**src/sv/bpht_pkg.sv**
```systemverilog
// ----------------------------------------------------------------------------
// bpht_pkg
// Shared constants, record types, command codes and helpers for the
// bucketed position hash table.
// ----------------------------------------------------------------------------
package bpht_pkg;

  // table geometry
  localparam int unsigned SET_BITS    = 14;
  localparam int unsigned WAYS        = 4;
  localparam int unsigned DEPTH_LIMIT = 127;
  localparam int unsigned NUM_SETS    = 1 << SET_BITS;
  localparam int unsigned WAY_W       = (WAYS > 1) ? $clog2(WAYS) : 1;

  // score limits
  localparam int SCORE_MAX = 32767;
  localparam logic [14:0] THR_RESET = 15'd30000;

  // command codes
  localparam logic [2:0] CMD_SAVE  = 3'd0;
  localparam logic [2:0] CMD_PROBE = 3'd1;
  localparam logic [2:0] CMD_MOVE  = 3'd2;
  localparam logic [2:0] CMD_SING  = 3'd3;
  localparam logic [2:0] CMD_AGE   = 3'd4;
  localparam logic [2:0] CMD_CLEAR = 3'd5;

  // bound codes
  localparam logic [1:0] BND_UPPER = 2'd0;
  localparam logic [1:0] BND_LOWER = 2'd1;
  localparam logic [1:0] BND_EXACT = 2'd2;

  // one way of a set
  typedef struct packed {
    logic [31:0]        tag;
    logic [31:0]        mv;
    logic signed [15:0] val;
    logic [15:0]        age;
    logic signed [7:0]  dep;
    logic [1:0]         bnd;
  } way_t;

  typedef way_t [WAYS-1:0] row_t;

  // controller to datapath commands
  typedef struct packed {
    logic capture;
    logic commit;
    logic clear_step;
  } dp_ctrl_t;

  // datapath to controller status
  typedef struct packed {
    logic out_free;
    logic is_clear;
    logic clr_last;
  } dp_stat_t;

  // saturate a widened score to the symmetric 16-bit range
  function automatic logic signed [15:0] sat16(input logic signed [17:0] v);
    logic signed [15:0] r;
    if (v > 18'sd32767) begin
      r = 16'sd32767;
    end else if (v < -18'sd32767) begin
      r = -16'sd32767;
    end else begin
      r = v[15:0];
    end
    return r;
  endfunction

endpackage

```
**src/sv/bpht_ctrl.sv**
```systemverilog
// ----------------------------------------------------------------------------
// bpht_ctrl
// Controller: accepts a word, sequences the set read, the commit and the
// clearing sweep.
// ----------------------------------------------------------------------------
module bpht_ctrl (
  input  logic                clk_i,
  input  logic                rst_ni,
  input  logic                in_valid_i,
  output logic                in_ready_o,
  input  bpht_pkg::dp_stat_t  stat_i,
  output bpht_pkg::dp_ctrl_t  ctrl_o
);
  import bpht_pkg::*;

  localparam logic [1:0] ST_IDLE = 2'd0;
  localparam logic [1:0] ST_EXEC = 2'd1;
  localparam logic [1:0] ST_CLR  = 2'd2;

  logic [1:0] state_q, state_d;

  // next state and commands
  always_comb begin
    state_d           = state_q;
    ctrl_o            = '0;
    in_ready_o        = 1'b0;
    unique case (state_q)
      ST_IDLE: begin
        in_ready_o     = 1'b1;
        ctrl_o.capture = in_valid_i;
        if (in_valid_i) state_d = ST_EXEC;
      end
      ST_EXEC: begin
        if (stat_i.out_free) begin
          ctrl_o.commit = 1'b1;
          state_d = stat_i.is_clear ? ST_CLR : ST_IDLE;
        end
      end
      ST_CLR: begin
        ctrl_o.clear_step = 1'b1;
        if (stat_i.clr_last) state_d = ST_IDLE;
      end
      default: state_d = ST_IDLE;
    endcase
  end

  // state register, sweep after reset
  always_ff @(posedge clk_i or negedge rst_ni) begin
    if (!rst_ni) begin
      state_q <= ST_CLR;
    end else begin
      state_q <= state_d;
    end
  end

endmodule

```
**config.mk**
```make
export PLATFORM = sky130hd
export DESIGN_NAME = bpht_ctrl
export DESIGN_NICKNAME = d
export VERILOG_FILES = /design/src/sv/bpht_pkg.sv /design/src/sv/bpht_ctrl.sv
export SDC_FILE = /design/constraint.sdc
export NUM_CORES = 1
export LEC_CHECK = 0
export BUFFER_PORTS_ARGS = -buffer_cell sky130_fd_sc_hd__buf_2
export CORE_AREA = 2 2 39 41
export DETAILED_ROUTE_END_ITERATION = 16
export DIE_AREA = 0 0 41 43
export PLACE_DENSITY_LB_ADDON = 0.15
export SLEW_MARGIN = 20
export SYNTH_ARGS = -nofsm -noshare
export SYNTH_HDL_FRONTEND = slang
export SYNTH_SLANG_ARGS = --single-unit
```
**constraint.sdc**
```tcl
create_clock -name clk_i -period 0.8 [get_ports clk_i]
set_input_delay 0.12 -clock clk_i [delete_from_list [all_inputs] [get_ports clk_i]]
set_output_delay 0.12 -clock clk_i [all_outputs]
set_load 0.05 [all_outputs]
```
==> impl_table.tex <==
\begin{tabular}{lr}
\hline
Metric & Value \\
\hline
\multicolumn{2}{l}{\textbf{Run status}} \\
Violations in the final reports & negative setup slack \\
Outcome & complete, but fails checks \\
\multicolumn{2}{l}{\textbf{STA}} \\
Worst slew margin relative to its limit & 90.13\% \\
Transition time of the tightest slew-check pin & 0.1481 ns \\
Final worst path period need & between 1 and 1.5 ns \\
Setup violation total in the final timing report & 6 \\
Post-route clock period utilization & 160.7\% \\
Setup repair after global routing missed its margin & yes \\
Final hold viol count & 0 \\
Highest clock rate & 778.0 MHz \\
Max-slew violations & 0 \\
Setup Total Neg Slack & -2.030 ns \\
Worst Slack Setup Final & -0.4853 ns \\
Clock Skews & between 0.005 and 0.006 ns \\
\multicolumn{2}{l}{\textbf{Critical path}} \\
Buffers plus inverters on the worst setup path & 1 \\
Worst setup path category & flip-flop to output pin \\
List of cells traversed by the critical path & and3b\_2 -> buf\_6 \\
Critical Path Source Type & flip-flop \\
Worst path required time & $\sim$0.68 ns \\
Cells on worst reg2reg path & 3 \\
Critical-path top delay cell & dfstp\_2 \\
Crit path arrival time & 1.17 ns \\
Flop2flop setup slack & -0.20 ns \\
Worst reg2reg startpoint & state\_q[1] \\
Stage delay of the slowest cell on the critical path & 0.57 ns \\
Logic depth of the worst path, buffers included & 2 \\
Crit path max fanout & 5 \\
Crit path capture type & output pin \\
Crit path from & state\_q[1] \\
Largest delay contributor family on the critical path & flip-flops \\
Reg-to-reg critical path endpoint & state\_q[1] \\
\multicolumn{2}{l}{\textbf{Clock network}} \\
\# clock sinks & 2 \\
CTS Root Buffer Type & clkbuf\_4 \\
CTS tree & built \\
Number of levels the H-tree was split into & 1 \\
Buffer depth of the longest clock path & 2 \\
Clock buffers created by TritonCTS & 3 \\
Later-pin clock latency in the skew report & 0.23 ns \\
Clock transition at the registers of the reported paths & 0.03 ns \\
\multicolumn{2}{l}{\textbf{GRT}} \\
Largest net degree at the start of global routing & 7 \\
Global route total overflow & 0 \\
Antenna violations before repair & 0 \\
Vias in the first global route & 159 \\
Wire length of the first global-routing pass & 545 um \\
Global-route usage over all layers & around 5.4\% \\
\multicolumn{2}{l}{\textbf{Floorplanning}} \\
Floorplan die area & 1763 um2 \\
Cell Rows & 14 \\
Die Span X & 41 um \\
Number of ports placed on the die boundary & 10 \\
Vertical die dimension & 43 um \\
Initial core utilization & 9.403\% \\
Placeable core area & $\sim$1400 um2 \\
\multicolumn{2}{l}{\textbf{Power and ir drop}} \\
Sequential fraction of design power & about a fifth \\
Power density cells & 2897 nW/um2 \\
Leakage & $\sim$0.14 nW \\
Fraction of power consumed by the clock network & between 20\% and 30\% \\
Power spent charging and discharging nets & 0.3506 mW \\
Share of total power in combinational logic & 50.7\% \\
Maximum VDD drop & 0.9333 mV \\
Power Internal & 0.5267 mW \\
Proportion of total power due to net switching & 39.96\% \\
Overall power consumption & about 0.9 mW \\
\multicolumn{2}{l}{\textbf{Layout}} \\
Proportion of layout cells with a drive suffix above 1 & a little over four fifths \\
Post-layout util & 21.88\% \\
Most frequent cells in the layout & buf\_2, buf\_6, clkbuf\_4, buf\_4, nand2b\_1 \\
Post-Layout Cell Count & 46 \\
Largest register by flop count & state\_q \\
Largest register FFs & 2 \\
Area Growth Syn to Fin & 132.7\% \\
Largest registers ranked by flip-flop count & state\_q x2 \\
Layout net count & 37 \\
Number of diodes & 0 \\
\multicolumn{2}{l}{\textbf{Synth}} \\
Share of the yosys chip area belonging to registers & 39.42\% \\
Synth area leaders & dfstp\_2, dfrtp\_1, nand2b\_4 \\
Register bit count reported by yosys & 2 \\
Post-synth cell types & 11 \\
Syn. warnings & 0 \\
Net count after synthesis & 18 \\
Count of mapped cells out of synthesis & 12 \\
Avg Inst Size Synth & 10.84 um2 \\
Summed instance area of the synthesized netlist & 130.1 um2 \\
Cell taking the most area after synthesis & dfstp\_2 \\
Portion of synthesized cell area occupied by the leading cell type & around a fifth \\
\multicolumn{2}{l}{\textbf{Routing}} \\
Detailed Routing Iterations Pass 1 & 2 \\
Highest routing layer actually used & met3 \\
Met1 routed wirelength after detailed routing & 143 um \\
Wirelength, routed & 334 um \\
Via Count & 144 \\
Routed wire length on met3 & 36 um \\
Average via count per standard cell & 3.130 \\
Antenna viol nets, final & 0 \\
Routed length per placed instance & approximately 7.3 um \\
Met2 wirelength from detailed routing & 154 um \\
DRC violation count after routing & 0 \\
Number of design-rule violations left by the first detailed-router iteration & 1 \\
\multicolumn{2}{l}{\textbf{Min path}} \\
End point of the most critical hold path & state\_q[1] \\
Worst min-delay path category & input pin to flip-flop \\
Hold depth & 2 \\
Worst Hold Launch & stat\_i[0] \\
\multicolumn{2}{l}{\textbf{Placement}} \\
Final weighted congestion in routability-driven placement & 0.5965 \\
Number of placed instances with taps included & 39 \\
Worst Setup Slack post-DPL & -0.3279 ns \\
Number of input and output port buffers inserted & 9 \\
\multicolumn{2}{l}{\textbf{Job}} \\
Number of max-cap violations & 0 \\
\hline
\end{tabular}
## worst register-to-register path: stages, from the launching register on
cell,delay [ns]
dfstp_2,0.57
nand2b_1,0.12
buf_4,0.15
o21ai_2,0.10
## power groups by stage
stage | Combinational, mW | Sequential [mW] | Clock, mW
2_1_floorplan | 0.275 | 0.167 | 0
3_3_place_gp | 0.351 | 0.176 | 0
3_5_place_dp | 0.351 | 0.175 | 0
4_1_cts | 0.432 | 0.177 | 0.273
5_1_grt | 0.474 | 0.183 | 0.285
6_report | 0.445 | 0.177 | 0.256
## cell families after synthesis
logic type,after synthesis,synth area share (%)
AO/OA/AOI/OAI,2,13.46
buffers and inverters,1,2.882
flip-flops,2,39.42
AND/OR/NAND/NOR,7,44.23
## metrics by stage
step / hold WS, ns / area, um2
after global routing: 0.03445 / 302.8
after global placement: -0.09499 / 221.5
after detailed placement: -0.09352 / 221.5
after CTS: 0.02737 / 291.5
after floorplan: -0.1756 / 141.4
final: 0.03604 / 302.8
## worst max path at each step
stage,endpoint
2_1_floorplan,ctrl_o[2]
3_3_place_gp,ctrl_o[0]
3_5_place_dp,ctrl_o[0]
4_1_cts,ctrl_o[1]
5_1_grt,ctrl_o[1]
6_report,ctrl_o[1]
## cell usage after synthesis
cell and count:
a21oi_2 1, and2_1 1, and3b_2 1, dfrtp_1 1, dfstp_2 1, inv_1 1
nand2b_1 2, nand2b_4 1, nand4b_1 1, nor2_2 1, o21ai_2 1
## timing repair
action | 4_1_cts | 5_1_grt
gates resized for setup | 9 | 1
hold buffers | 1 | 0
endpoints found under the hold margin | 2 | 0
setup buffers | 1 | 1
endpoints found under the setup margin | 6 | 6
pin swaps | 0 | 1
## metal layers
metal / GRT usage (%) / vias up
li1: - / 75
met1: 5.128 / 61
met2: 6.250 / 8
met3: 1.571 / 0
met4: 10.00 / 0
met5: 0 / -
## cell type report
type                            instances  area (um2)
Clock buffer                            4       26.28
Fill cell                             153        1081
Inverter                                1       7.507
Multi-Input combinational cell          9       82.58
Sequential cell                         2       52.55
Tap cell                               16       20.02
Timing Repair Buffer                   14       113.9
Power figures use the tool's default switching activity.
